**config.mk**
```make
export PLATFORM = sky130hd
export DESIGN_NAME = ansi_cell_stream_formatter_unit
export DESIGN_NICKNAME = d
export VERILOG_FILES = /design/src/sv/acfm_pkg.sv /design/src/sv/acfm_front.sv /design/src/sv/acfm_queue.sv /design/src/sv/acfm_back.sv /design/src/sv/ansi_cell_stream_formatter_unit.sv
export SDC_FILE = /design/constraint.sdc
export NUM_CORES = 1
export LEC_CHECK = 0
export BUFFER_PORTS_ARGS = -buffer_cell sky130_fd_sc_hd__buf_2
export CORE_UTILIZATION = 54
export DETAILED_ROUTE_END_ITERATION = 6
export GPL_TIMING_DRIVEN = 1
export PLACE_DENSITY = 0.81
export SYNTH_ARGS = -nofsm -noshare
export SYNTH_HDL_FRONTEND = slang
export SYNTH_SLANG_ARGS = --single-unit
```
**constraint.sdc**
```tcl
create_clock -name clk -period 14.9 [get_ports clk]
set_input_delay 1.49 -clock clk [delete_from_list [all_inputs] [get_ports clk]]
set_output_delay 1.49 -clock clk [all_outputs]
set_load 0.005 [all_outputs]
```
**src/sv/acfm_pkg.sv**
```systemverilog
// Shared types and constants for the ANSI cell stream formatter.
// Holds the job record passed from the front end through the queue to the
// back end. No dependencies.
package acfm_pkg;

    // Job queue depth and derived widths
    localparam int ACFM_QDEPTH = 2;
    localparam int ACFM_QPTR_W = (ACFM_QDEPTH > 1) ? $clog2(ACFM_QDEPTH) : 1;
    localparam int ACFM_QCNT_W = $clog2(ACFM_QDEPTH + 1);

    // Number of decimal slots: fg r/g/b in 0..2, bg r/g/b in 3..5.
    // Sixteen-colour codes use slot 0 (fg) and slot 3 (bg).
    localparam int ACFM_SLOTS = 6;

    // One classified cell, ready to serialize
    typedef struct packed {
        logic                                home;        // send ESC [H first
        logic                                true_color;  // 38;2 / 48;2 escape
        logic                                color_16;    // sixteen-colour escape
        logic                                with_bg;     // background part present
        logic                                row_end;     // reset + newline at end
        logic [ACFM_SLOTS-1:0][2:0][3:0]     digits;      // digit 0 printed first
        logic [ACFM_SLOTS-1:0][1:0]          dlen;        // 1..3 digits
        logic [3:0][7:0]                     utf;         // byte 0 sent first
        logic [2:0]                          ulen;        // 1..4 bytes
    } acfm_job_t;

endpackage

```
**src/sv/acfm_front.sv**
```systemverilog
// Front end: configuration registers, input acceptance and classification.
// Converts colour values to decimal digits and the codepoint to UTF-8.
// Depends on acfm_pkg.
module acfm_front
(
    input  logic               clk,
    input  logic               rst_n,
    // configuration write port
    input  logic               cfg_we,
    input  logic [1:0]         cfg_index,
    input  logic [1:0]         cfg_wdata,
    // cell input
    input  logic               s_tvalid,
    output logic               s_tready,
    input  logic [87:0]        s_tdata,
    input  logic               s_tuser,
    input  logic               s_tlast,
    // job queue write side
    output logic               job_valid,
    input  logic               job_ready,
    output acfm_pkg::acfm_job_t job
);

    localparam logic [1:0] REG_COLOR_DEPTH = 2'd0;
    localparam logic [1:0] REG_TRANSP_BG   = 2'd1;
    localparam logic [1:0] REG_SCREEN_CTRL = 2'd2;

    localparam logic [1:0] DEPTH_16   = 2'd1;
    localparam logic [1:0] DEPTH_TRUE = 2'd2;

    logic [1:0] color_depth_reg;
    logic       transp_bg_reg;
    logic       screen_ctrl_reg;

    logic [7:0]  fg_red, fg_green, fg_blue, bg_red, bg_green, bg_blue;
    logic [7:0]  fg_code, bg_code, bg_code_10;
    logic [20:0] codepoint;
    logic [acfm_pkg::ACFM_SLOTS-1:0][7:0] slot_val;
    logic [13:0] dec_res [acfm_pkg::ACFM_SLOTS];
    logic        is_16;

    // Binary to decimal by shift-and-add-3; returns {len, digits first-printed low}
    function automatic logic [13:0] dec8(input logic [7:0] v);
        logic [11:0] bcd;
        logic [13:0] r;
        int          i;
        bcd = '0;
        for (i = 7; i >= 0; i--)
        begin
            if (bcd[3:0] >= 4'd5)
                bcd[3:0] = bcd[3:0] + 4'd3;
            if (bcd[7:4] >= 4'd5)
                bcd[7:4] = bcd[7:4] + 4'd3;
            if (bcd[11:8] >= 4'd5)
                bcd[11:8] = bcd[11:8] + 4'd3;
            bcd = {bcd[10:0], v[i]};
        end
        if (bcd[11:8] != 4'd0)
            r = {2'd3, bcd[3:0], bcd[7:4], bcd[11:8]};
        else if (bcd[7:4] != 4'd0)
            r = {2'd2, 4'd0, bcd[3:0], bcd[7:4]};
        else
            r = {2'd1, 8'd0, bcd[3:0]};
        return r;
    endfunction

    // Hold configuration; writes beyond the list are dropped
    always_ff @(posedge clk or negedge rst_n)
    begin
        if (!rst_n)
        begin
            color_depth_reg <= DEPTH_TRUE;
            transp_bg_reg   <= 1'b0;
            screen_ctrl_reg <= 1'b0;
        end
        else if (cfg_we)
        begin
            case (cfg_index)
                REG_COLOR_DEPTH: color_depth_reg <= cfg_wdata;
                REG_TRANSP_BG:   transp_bg_reg   <= cfg_wdata[0];
                REG_SCREEN_CTRL: screen_ctrl_reg <= cfg_wdata[0];
                default:         ;
            endcase
        end
    end

    // Unpack the beat
    assign fg_red     = s_tdata[7:0];
    assign fg_green   = s_tdata[15:8];
    assign fg_blue    = s_tdata[23:16];
    assign bg_red     = s_tdata[31:24];
    assign bg_green   = s_tdata[39:32];
    assign bg_blue    = s_tdata[47:40];
    assign fg_code    = s_tdata[55:48];
    assign bg_code    = s_tdata[63:56];
    assign codepoint  = s_tdata[84:64];
    assign bg_code_10 = bg_code + 8'd10;

    assign is_16 = (color_depth_reg == DEPTH_16);

    // Select the values to print per slot
    always_comb
    begin
        slot_val[0] = is_16 ? fg_code : fg_red;
        slot_val[1] = fg_green;
        slot_val[2] = fg_blue;
        slot_val[3] = is_16 ? bg_code_10 : bg_red;
        slot_val[4] = bg_green;
        slot_val[5] = bg_blue;
    end

    genvar g;
    generate
        for (g = 0; g < acfm_pkg::ACFM_SLOTS; g++)
        begin : g_dec
            assign dec_res[g] = dec8(slot_val[g]);
        end
    endgenerate

    // Build the job record
    always_comb
    begin
        job            = '0;
        job.home       = s_tuser & screen_ctrl_reg;
        job.true_color = (color_depth_reg == DEPTH_TRUE);
        job.color_16   = is_16;
        job.with_bg    = ~transp_bg_reg;
        job.row_end    = s_tlast;
        for (int k = 0; k < acfm_pkg::ACFM_SLOTS; k++)
        begin
            job.digits[k] = dec_res[k][11:0];
            job.dlen[k]   = dec_res[k][13:12];
        end
        // UTF-8 by plain length rule
        if (codepoint[20:7] == 14'd0)
        begin
            job.utf[0] = codepoint[7:0];
            job.ulen   = 3'd1;
        end
        else if (codepoint[20:11] == 10'd0)
        begin
            job.utf[0] = {3'b110, codepoint[10:6]};
            job.utf[1] = {2'b10, codepoint[5:0]};
            job.ulen   = 3'd2;
        end
        else if (codepoint[20:16] == 5'd0)
        begin
            job.utf[0] = {4'b1110, codepoint[15:12]};
            job.utf[1] = {2'b10, codepoint[11:6]};
            job.utf[2] = {2'b10, codepoint[5:0]};
            job.ulen   = 3'd3;
        end
        else
        begin
            job.utf[0] = {5'b11110, codepoint[20:18]};
            job.utf[1] = {2'b10, codepoint[17:12]};
            job.utf[2] = {2'b10, codepoint[11:6]};
            job.utf[3] = {2'b10, codepoint[5:0]};
            job.ulen   = 3'd4;
        end
    end

    assign job_valid = s_tvalid;
    assign s_tready  = job_ready;

endmodule

```
**src/sv/acfm_queue.sv**
```systemverilog
// Short job queue between front end and back end.
// Register-based FIFO of acfm_job_t records. Depends on acfm_pkg.
module acfm_queue
(
    input  logic                clk,
    input  logic                rst_n,
    input  logic                wr_valid,
    output logic                wr_ready,
    input  acfm_pkg::acfm_job_t wr_data,
    output logic                rd_valid,
    output acfm_pkg::acfm_job_t rd_data,
    input  logic                rd_pop
);

    localparam int PW = acfm_pkg::ACFM_QPTR_W;
    localparam int CW = acfm_pkg::ACFM_QCNT_W;
    localparam logic [PW-1:0] PTR_LAST = PW'(acfm_pkg::ACFM_QDEPTH - 1);
    localparam logic [CW-1:0] CNT_FULL = CW'(acfm_pkg::ACFM_QDEPTH);

    acfm_pkg::acfm_job_t mem_reg [acfm_pkg::ACFM_QDEPTH];
    logic [PW-1:0] wr_ptr_reg, wr_ptr_next;
    logic [PW-1:0] rd_ptr_reg, rd_ptr_next;
    logic [CW-1:0] count_reg, count_next;
    logic          push, pop;

    assign wr_ready = (count_reg != CNT_FULL);
    assign rd_valid = (count_reg != '0);
    assign rd_data  = mem_reg[rd_ptr_reg];
    assign push     = wr_valid & wr_ready;
    assign pop      = rd_pop & rd_valid;

    // Advance pointers and occupancy
    always_comb
    begin
        wr_ptr_next = wr_ptr_reg;
        rd_ptr_next = rd_ptr_reg;
        if (push)
            wr_ptr_next = (wr_ptr_reg == PTR_LAST) ? '0 : wr_ptr_reg + PW'(1);
        if (pop)
            rd_ptr_next = (rd_ptr_reg == PTR_LAST) ? '0 : rd_ptr_reg + PW'(1);
        case ({push, pop})
            2'b10:   count_next = count_reg + CW'(1);
            2'b01:   count_next = count_reg - CW'(1);
            default: count_next = count_reg;
        endcase
    end

    always_ff @(posedge clk or negedge rst_n)
    begin
        if (!rst_n)
        begin
            wr_ptr_reg <= '0;
            rd_ptr_reg <= '0;
            count_reg  <= '0;
        end
        else
        begin
            wr_ptr_reg <= wr_ptr_next;
            rd_ptr_reg <= rd_ptr_next;
            count_reg  <= count_next;
        end
    end

    // Store payload
    always_ff @(posedge clk)
    begin
        if (push)
            mem_reg[wr_ptr_reg] <= wr_data;
    end

endmodule

```
**src/sv/acfm_back.sv**
```systemverilog
// Back end: walks one job segment by segment and sends one byte per cycle while the output is not stalled.
// Output register holds each byte until the downstream ready takes it.
// Depends on acfm_pkg.
module acfm_back
(
    input  logic                clk,
    input  logic                rst_n,
    input  logic                head_valid,
    input  acfm_pkg::acfm_job_t head,
    output logic                pop,
    output logic                m_tvalid,
    input  logic                m_tready,
    output logic [7:0]          m_tdata,
    output logic                m_tlast
);

    typedef enum logic [9:0] {
        ST_IDLE  = 10'b00_0000_0001,
        ST_HOME  = 10'b00_0000_0010,
        ST_OPEN  = 10'b00_0000_0100,
        ST_FGNUM = 10'b00_0000_1000,
        ST_BGPRE = 10'b00_0001_0000,
        ST_BGNUM = 10'b00_0010_0000,
        ST_M     = 10'b00_0100_0000,
        ST_UTF   = 10'b00_1000_0000,
        ST_RST   = 10'b01_0000_0000,
        ST_NL    = 10'b10_0000_0000
    } acfm_state_t;

    localparam logic [7:0] CH_ESC  = 8'h1B;
    localparam logic [7:0] CH_LBR  = 8'h5B; // [
    localparam logic [7:0] CH_H    = 8'h48;
    localparam logic [7:0] CH_SEMI = 8'h3B;
    localparam logic [7:0] CH_M    = 8'h6D;
    localparam logic [7:0] CH_ZERO = 8'h30;
    localparam logic [7:0] CH_TWO  = 8'h32;
    localparam logic [7:0] CH_THREE = 8'h33;
    localparam logic [7:0] CH_FOUR = 8'h34;
    localparam logic [7:0] CH_EIGHT = 8'h38;
    localparam logic [7:0] CH_NL   = 8'h0A;

    acfm_state_t st_reg, st_next, eff_st;
    logic [2:0]  cnt_reg, cnt_next, eff_cnt;
    logic [2:0]  num_reg, num_next, eff_num;
    logic        out_valid_reg, out_valid_next;
    logic [7:0]  out_byte_reg;
    logic        out_last_reg;

    logic [9:0]  seg_en, first_vec, eff_vec, nxt_vec;
    logic        idle, color, emit, seg_last, num_adv, final_byte;
    logic [7:0]  cur_byte;
    logic [2:0]  nlen, grp_end;
    logic [3:0]  digit;

    // Lowest enabled segment strictly after the current one
    function automatic logic [9:0] next_seg(input logic [9:0] en, input logic [9:0] cur);
        logic [9:0] m;
        m = en & ~((cur << 1) - 10'd1);
        return m & (~m + 10'd1);
    endfunction

    function automatic logic [2:0] start_num(input acfm_state_t s);
        return (s == ST_BGNUM) ? 3'd3 : 3'd0;
    endfunction

    // Segment enables for the head job
    always_comb
    begin
        color     = head.true_color | head.color_16;
        seg_en    = '0;
        seg_en[1] = head.home;
        seg_en[2] = color;
        seg_en[3] = color;
        seg_en[4] = color & head.with_bg;
        seg_en[5] = color & head.with_bg;
        seg_en[6] = color;
        seg_en[7] = 1'b1;
        seg_en[8] = color & head.row_end;
        seg_en[9] = head.row_end;
    end

    assign idle      = (st_reg == ST_IDLE);
    assign first_vec = next_seg(seg_en, ST_IDLE);
    assign eff_vec   = idle ? first_vec : st_reg;
    assign eff_st    = acfm_state_t'(eff_vec);
    assign eff_cnt   = idle ? 3'd0 : cnt_reg;
    assign eff_num   = idle ? start_num(eff_st) : num_reg;
    assign nxt_vec   = next_seg(seg_en, eff_vec);

    assign nlen  = {1'b0, head.dlen[eff_num]};
    assign digit = head.digits[eff_num][eff_cnt[1:0]];

    // Select the byte of the current segment
    always_comb
    begin
        cur_byte = 8'h00;
        seg_last = 1'b1;
        num_adv  = 1'b0;
        grp_end  = 3'd0;
        case (eff_st)
            ST_HOME:
            begin
                case (eff_cnt)
                    3'd0:    cur_byte = CH_ESC;
                    3'd1:    cur_byte = CH_LBR;
                    default: cur_byte = CH_H;
                endcase
                seg_last = (eff_cnt == 3'd2);
            end
            ST_OPEN:
            begin
                case (eff_cnt)
                    3'd0:    cur_byte = CH_ESC;
                    3'd1:    cur_byte = CH_LBR;
                    3'd2:    cur_byte = CH_THREE;
                    3'd3:    cur_byte = CH_EIGHT;
                    3'd5:    cur_byte = CH_TWO;
                    default: cur_byte = CH_SEMI;
                endcase
                seg_last = head.true_color ? (eff_cnt == 3'd6) : (eff_cnt == 3'd1);
            end
            ST_FGNUM, ST_BGNUM:
            begin
                if (eff_st == ST_FGNUM)
                    grp_end = head.true_color ? 3'd2 : 3'd0;
                else
                    grp_end = head.true_color ? 3'd5 : 3'd3;
                cur_byte = (eff_cnt < nlen) ? (CH_ZERO | {4'h0, digit}) : CH_SEMI;
                seg_last = (eff_num == grp_end) && (eff_cnt == nlen - 3'd1);
                num_adv  = (eff_cnt == nlen);
            end
            ST_BGPRE:
            begin
                case (eff_cnt)
                    3'd1:    cur_byte = CH_FOUR;
                    3'd2:    cur_byte = CH_EIGHT;
                    3'd4:    cur_byte = CH_TWO;
                    default: cur_byte = CH_SEMI;
                endcase
                seg_last = head.true_color ? (eff_cnt == 3'd5) : (eff_cnt == 3'd0);
            end
            ST_M:
            begin
                cur_byte = CH_M;
            end
            ST_UTF:
            begin
                cur_byte = head.utf[eff_cnt[1:0]];
                seg_last = (eff_cnt == head.ulen - 3'd1);
            end
            ST_RST:
            begin
                case (eff_cnt)
                    3'd0:    cur_byte = CH_ESC;
                    3'd1:    cur_byte = CH_LBR;
                    3'd2:    cur_byte = CH_ZERO;
                    default: cur_byte = CH_M;
                endcase
                seg_last = (eff_cnt == 3'd3);
            end
            ST_NL:
            begin
                cur_byte = CH_NL;
            end
            default:
            begin
                cur_byte = 8'h00;
                seg_last = 1'b1;
            end
        endcase
    end

    assign emit       = head_valid & (~out_valid_reg | m_tready);
    assign final_byte = seg_last & (nxt_vec == 10'd0);
    assign pop        = emit & final_byte;

    // Advance the sequencer
    always_comb
    begin
        st_next  = st_reg;
        cnt_next = cnt_reg;
        num_next = num_reg;
        if (emit)
        begin
            st_next  = eff_st;
            cnt_next = eff_cnt + 3'd1;
            num_next = eff_num;
            if (seg_last)
            begin
                cnt_next = 3'd0;
                if (nxt_vec == 10'd0)
                begin
                    st_next  = ST_IDLE;
                    num_next = 3'd0;
                end
                else
                begin
                    st_next  = acfm_state_t'(nxt_vec);
                    num_next = start_num(acfm_state_t'(nxt_vec));
                end
            end
            else if (num_adv)
            begin
                cnt_next = 3'd0;
                num_next = eff_num + 3'd1;
            end
        end
        if (emit)
            out_valid_next = 1'b1;
        else if (m_tready)
            out_valid_next = 1'b0;
        else
            out_valid_next = out_valid_reg;
    end

    always_ff @(posedge clk or negedge rst_n)
    begin
        if (!rst_n)
        begin
            st_reg        <= ST_IDLE;
            cnt_reg       <= 3'd0;
            num_reg       <= 3'd0;
            out_valid_reg <= 1'b0;
        end
        else
        begin
            st_reg        <= st_next;
            cnt_reg       <= cnt_next;
            num_reg       <= num_next;
            out_valid_reg <= out_valid_next;
        end
    end

    // Load the output beat
    always_ff @(posedge clk)
    begin
        if (emit)
        begin
            out_byte_reg <= cur_byte;
            out_last_reg <= final_byte;
        end
    end

    assign m_tvalid = out_valid_reg;
    assign m_tdata  = out_byte_reg;
    assign m_tlast  = out_last_reg;

endmodule

```
**src/sv/ansi_cell_stream_formatter_unit.sv**
```systemverilog
// Top level of the ANSI cell stream formatter: front end, job queue, back end.
// Depends on acfm_pkg, acfm_front, acfm_queue and acfm_back.
//
//   channel   direction  beat
//   s_*       in         one text cell (colours, codes, codepoint, frame/row marks)
//   m_*       out        one terminal byte, tlast on the cell's final byte
//   cfg_*     in         register write: 0 color_depth, 1 transparent_bg, 2 screen_ctrl
//
// A cell has 1 to 48 output bytes; the back end's byte sequencer sends one byte
// per cycle while m_tready does not stall it, and sets the rate.
// The front end classifies a cell in the cycle it is accepted and queues it
// (two entries), so cells are taken while the back end still works.
// Reset clears the queue and sequencer and loads the configuration defaults.
// A stalled m_tready holds the output beat; the queue absorbs input meanwhile.
module ansi_cell_stream_formatter_unit
(
    input  logic        clk,
    input  logic        rst_n,
    // configuration
    input  logic        cfg_we,
    input  logic [1:0]  cfg_index,
    input  logic [1:0]  cfg_wdata,
    // cell input
    input  logic        s_tvalid,
    output logic        s_tready,
    // fg_red, fg_green, fg_blue, bg_red, bg_green, bg_blue, fg_code, bg_code,
    // codepoint[84:64], zero fill [87:85]
    input  logic [87:0] s_tdata,
    input  logic        s_tuser,   // frame_start
    input  logic        s_tlast,   // row_end
    // byte output
    output logic        m_tvalid,
    input  logic        m_tready,
    output logic [7:0]  m_tdata,   // out_byte
    output logic        m_tlast    // last_byte
);

    acfm_pkg::acfm_job_t wr_job, head_job;
    logic wr_valid, wr_ready, head_valid, head_pop;

    acfm_front u_front
    (
        .clk       (clk),
        .rst_n     (rst_n),
        .cfg_we    (cfg_we),
        .cfg_index (cfg_index),
        .cfg_wdata (cfg_wdata),
        .s_tvalid  (s_tvalid),
        .s_tready  (s_tready),
        .s_tdata   (s_tdata),
        .s_tuser   (s_tuser),
        .s_tlast   (s_tlast),
        .job_valid (wr_valid),
        .job_ready (wr_ready),
        .job       (wr_job)
    );

    acfm_queue u_queue
    (
        .clk      (clk),
        .rst_n    (rst_n),
        .wr_valid (wr_valid),
        .wr_ready (wr_ready),
        .wr_data  (wr_job),
        .rd_valid (head_valid),
        .rd_data  (head_job),
        .rd_pop   (head_pop)
    );

    acfm_back u_back
    (
        .clk        (clk),
        .rst_n      (rst_n),
        .head_valid (head_valid),
        .head       (head_job),
        .pop        (head_pop),
        .m_tvalid   (m_tvalid),
        .m_tready   (m_tready),
        .m_tdata    (m_tdata),
        .m_tlast    (m_tlast)
    );

endmodule
```
# Word level (Yosys, flattened, before mapping)
# Memories as Yosys holds them, arrays and structs flattened.
# Index checks and enable logic that the tools add are counted.
[totals]
rom_bits = 0
ram_bits = 248
wordCells = 287
ff_bits = 34
mem_count = 1
inputBits = 99
out_inout_bits = 11
latchBits = 0
[mem_list]
columns = ["memory", "words", "word_bits", "read_ports", "rd_ports_with_merged_regs", "wr", "line_no", "text"]
rows = [
  ["u_queue.mem_reg", 2, 124, 1, 0, 1, "acfm_queue.sv:20", "acfm_pkg::acfm_job_t mem_reg [acfm_pkg::ACFM_QDEPTH];"],
]
[classes]
reduce_logical = 26
order_cmp = 45
n_addsub = 54
n_mux = 103
div_mod_pow = 0
bitwise_logic = 18
multipliers = 0
eq_ne = 28
n_shift = 0
[ops]
columns = ["operator", "count"]
rows = [
  ["$mux W4", 44],
  ["$mux W14", 12],
  ["$add A4 B2 Y4 const B", 30],
  ["$ge A4 B3 Y1 const B", 30],
  ["$pmux W8 S8", 1],
  ["$add A3 B2 Y4 const B", 12],
  ["$bmux W12 S3", 1],
  ["$ge A3 B3 Y1 const B", 12],
  ["$pmux W7 S5", 1],
  ["$mux W8", 4],
  ["$and A10 B10 Y10", 3],
  ["$mux W10", 3],
  ["$mux W3", 10],
  ["$not A10 Y10", 3],
  ["$mux W25", 1],
  ["$mux W24", 1],
  ["$reduce_bool A4 Y1", 6],
  ["$pmux W7 S3", 1],
  ["$add A10 B1 Y10 const B", 2],
  ["$eq A10 B6 Y1 const B", 2],
  ["$logic_not A10 Y1", 2],
  ["$mux W19", 1],
  ["$reduce_bool A2 Y1", 9],
  ["$bmux W8 S2", 1],
  ["other kinds (49)", 82],
]

# Longest topological paths before layout
# An unclocked memory read counts as a cell.
[depth]
depth_word = 21
ltp_mapped = 32
ltp_nobuf = 31

# Cells and area by module
# Synthesis repeated with hierarchy kept, for this count alone.
[hier_totals]
hier_cells = 1906
area_unflattened_um2 = 20196.9
[modules_own_cells]
columns = ["module", "n_inst", "cells_each", "seq_area_each_um2", "area_per_inst_um2"]
rows = [
  ["acfm_queue", 1, 403, 7547.2, 9337.7],
  ["acfm_front", 1, 988, 101.3, 6941.7],
  ["acfm_back", 1, 515, 696.9, 3917.5],
]

# Worst setup path after synthesis
# No wires, ideal clock.
[synth_path]
path_kind = "input to register"
from = "input port s_tdata[57]"
to = "memory u_queue.mem_reg[0][89] (netlist bit), data pin"
t_required_ns = 14.716
t_arrival_ns = 7.164
slack_ns = 7.552
setup_ns = 0.184
cell_stages = 30
path_cell_list = "ha_1 -> o2111ai_1 -> xor2_1 -> a21o_1 -> buf_2 -> nor2_1 -> a31oi_1 -> ha_1 -> nor2b_1 -> o21bai_1 -> a211oi_1 -> a2bb2oi_1 -> xnor2_1 -> inv_1 -> ha_1 -> inv_1 -> nor2_1 -> a211oi_1 -> nor2_2 -> xnor2_1 -> ha_1 -> nand2b_1 -> o31ai_1 -> o21ai_4 -> xnor2_2 -> ha_1 -> nor2b_1 -> o31ai_1 -> mux2_2 -> a211oi_1"
[synth_lines]
columns = ["element", "line_no", "text"]
rows = [
  ["start, declared", "ansi_cell_stream_formatter_unit.sv:28", "input logic [87:0] s_tdata,"],
  ["end, declared", "acfm_queue.sv:20", ""],
]

==> metrics.md <==
| Metric | Value |
|---|---|
| Status | finished clean |
| CTS Hold Bufs | 0 |
| Worst slew pin tran | around 1.1 ns |
| Mapped cell area | 18500 um2 |
| Largest net degree at the start of global routing | 76 |
| # Post-CTS Setup Buffers | 0 |
| Post-route ant nets | 0 |
| Syn Inst Count | 1731 |
| Max FFs per register | 240 |
| Die Height | ~190 um |
| Final non-filler cell total | approximately 2300 |
| Area occupied by registers | a little over 8000 um2 |
| Crit-path max cell delay | about 0.79 ns |
| Share of layout cells above drive strength 1 | between 15 and 20% |
| Net count after synthesis | just under 2000 |
| Routed wire per std cell | ~18 um |
| EDFF count, synth | between 200 and 250 |
| Detailed Place HPWL | around 30 mm |
| VDD IR max | between 0.0001 and 0.00015 V |
| Htree depth | 1 |
| M1 WL | about 17 mm |
| Flop pwr share | between 30% and 40% |
| Setup CP Type | flip-flop to flip-flop |
| Critical path endpoint category | flip-flop |
| Nets | 2019 |
| Cells after DPL | roughly 2200 |
| Time the worst path needs with I/O delays and setup | between 8 and 9 ns |
| Most Frequent Cell on Critical Path | ha_1 |
| Initial antenna violation count | 1 |
| Fin util | roughly three fifths |
| LEAKAGE | 7.877 nW |
| Initial DRC count | 1346 |
| Worst EP required | 15.28 ns |
| Synthesis warning total | 0 |
| Vias in the first global route | between 10000 and 15000 |
| Total internal power | 2.587 mW |
| First-pass GRT wire length | just under 70 mm |
| Port bufs | roughly 110 |
| Placed cell area | ~19000 um2 |
| Primary flip-flop cell chosen by synthesis mapping | edfxtp_1 |
| Net Sw Power | around 1.8 mW |
| Design area | about 20000 um2 |
| Post-CTS sizing | 0 |
| Final-report hold violation count | 0 |
| Tcrit/Tclk final | between 50% and 60% |
| Seq/Total Area, Yosys | between 40% and 50% |
| Post-synth cell types | between 90 and 100 |
| Max Used Layer | met4 |
| Via density | a little over 6 |
| Fin Clk Skew | approximately 0.022 ns |
| Clock-pin transition on the worst setup and hold timing paths | roughly 0.07 ns |
| Root buf cell | clkbuf_16 |
| Layout fillers | 2644 |
| Number of buffers created by CTS | 28 |
| DR pass1 iterations | 6 |
| Met3 WL | 2.481 mm |
| Final Max Tran Viols | 0 |
| Longest Clk Path Bufs | 3 |
| Core area | 33620 um2 |
| Max Fclk | ~0.12 GHz |
| Pwr/cell area | 215.8 nW/um2 |
| Switching share of power | between 40% and 50% |
| Slew Limit Headroom | about a quarter |
| RSZ-0062 raised after global routing | no |
| Clock group share of total power | between 10% and 20% |
| # setup viols final | 0 |
| Grt total ovfl | 0 |
| Clock Latency Late Sink | ~0.55 ns |
| Yosys reg bits | between 200 and 300 |
| Vias | roughly 14000 |
| Starting Density | a little under three fifths |
| Post-Syn Area per Cell | 10.69 um2 |
| IO Pins | 110 |
| Worst EP arrival | roughly 8.6 ns |
| Gate power share | ~53% |
| CTS tree | done |
| GRT Overall Usage | 23.86% |
| Crit Path Max Fanout | 21 |
| Die area | 35010 um2 |
| Hold crit path type | flip-flop to flip-flop |
| Fin Setup TNS | 0 ns |
| Hold slack | slightly above 0.5 ns |
| Metal2 WL | about 21 mm |
| Slowest CP cell | mux2i_1 |
| Die width | about 190 um |
| Area grow syn2layout | 10.14% |
| Drt total wl | approximately 42 mm |
| Gpl congestion | between 0.9 and 1 |
| Async set or reset register ratio after synthesis | a little under a tenth |
| TritonCTS Sinks | 274 |
| Max capacitance violation total | 0 |
| Residual DRC | 0 |
| Core Rows | 67 |
| Multi-input gate area | ~9800 um2 |
| CP Launch Type | flip-flop |
[per-layer routing]
layer | vias up | track usage, %
met4 | 0 | 6.494
li1 | 6749 | -
met5 | - | 0
met1 | 6928 | 30.48
met2 | 531 | 42.69
met3 | 80 | 2.833
[synth_stat cells (all sizes together), types with 13 or more instances]
cell      n  share of area [%]
mux2i    70                3.8
o31ai    17               0.72
mux2     33                2.0
clkbuf   34               0.69
o211ai   15               0.61
a211oi   21               0.93
nor2    119                2.4
nor2b    37                1.3
a21o     18               0.73
nand2b   43                1.5
and2     20               0.68
a21boi   20               0.81
xnor2    45                2.2
nand2   166                3.4
ha       98                6.6
o21ai    96                2.7
dfrtp    23                3.1
inv     101                2.0
nand3    36                1.0
nor3     46                1.2
edfxtp  249                 40
a21oi    79                2.2
a31oi    16               0.54
or3      13               0.44
o21a     14               0.57
o22ai    24               0.85
mux4     55                6.7
buf      22               0.57
[logic make-up (layout without fill, tap and decap cells)]
logic type / after synthesis / in the layout / share of synthesized area, %
simple gates: 551 / 551 / 14.79
xor+xnor: 54 / 54 / 2.671
fa+ha+maj: 98 / 98 / 6.627
mux: 158 / 158 / 12.53
other cells: 0 / 1 / 0
compound gates: 435 / 435 / 16.19
buf+inv: 161 / 274 / 3.388
flops: 274 / 274 / 43.81
[worst paths after layout]
| path | from | end | slack, ns | cells past startpoint |
|---|---|---|---|---|
| worst max-delay path | u_front.color_depth_reg[0] | u_queue.mem_reg[0][48] | 6.68 | 28 |
| worst min-delay path | u_front.screen_ctrl_reg | u_front.screen_ctrl_reg | 0.51 | 1 |
| worst max register to register | u_front.color_depth_reg[0] | u_queue.mem_reg[0][48] | 6.68 | 28 |
| worst min register to register | u_front.screen_ctrl_reg | u_front.screen_ctrl_reg | 0.51 | 1 |
| max in group asynchronous | rst_n | u_queue.rd_ptr_reg | 13.45 | 1 |
| min in group asynchronous | rst_n | u_back.st_reg[4] | 0.96 | 1 |
[layout by cell type (no fill, tap or decap), types with 9 or more instances in the layout]
master,netlist,layout
o31ai_1,16,16
buf_2,9,106
a31oi_1,16,16
mux2i_1,70,70
xnor2_1,44,44
buf_4,1,11
a21o_1,18,18
nand4_1,9,9
o211ai_1,15,15
nor2_1,118,117
o21a_1,14,14
inv_1,97,97
nand2b_1,42,42
mux4_2,55,55
mux2_2,31,31
ha_1,98,98
or3_1,13,13
a21boi_0,13,13
nor2b_1,37,37
o21ai_1,16,16
nor3_1,46,46
a211oi_1,18,18
and2_1,20,20
o21ai_0,79,79
a21oi_1,78,78
clkbuf_16,0,28
nand3_1,35,35
nand2_1,166,166
o22ai_1,23,23
dfrtp_1,23,22
edfxtp_1,249,249
a22oi_1,12,12
o21bai_1,12,12
[layout make-up]
cell class              count  area share (%)
multi-input cells        1296           48.01
flip-flops and latches    274           39.79
clock buffers              31           3.494
clock inverters            21           1.001
inverters                 105           1.934
well taps                 448           2.751
diodes                      1         0.01228
repair buffers            117           3.009
[through the flow]
stage	power [mW]	worst slack, ns
floorplan	3.127	7.552
global placement	3.564	6.535
detailed placement	3.665	6.291
CTS	4.380	6.775
global route	4.680	6.047
finish	4.398	6.682
[power groups by stage]
stage                     Combinational, mW  Sequential (mW)  Clock (mW)
after global routing                   2.53             1.43       0.725
after detailed placement               2.26             1.41           0
final                                  2.31             1.40       0.692
after global placement                 2.18             1.39           0
after CTS                              2.28             1.40       0.698
after floorplan                        1.77             1.36           0
[critical path: cells and delay by family (launching register included)]
family          cells  cell delay (ns)
simple gates        8             1.87
compound gates     10             2.43
buf+inv             3             0.60
fa+ha+maj           4             1.00
xor+xnor            2             0.74
mux                 1             0.79
flops               1             0.61
(Power assumes the default switching activity.)
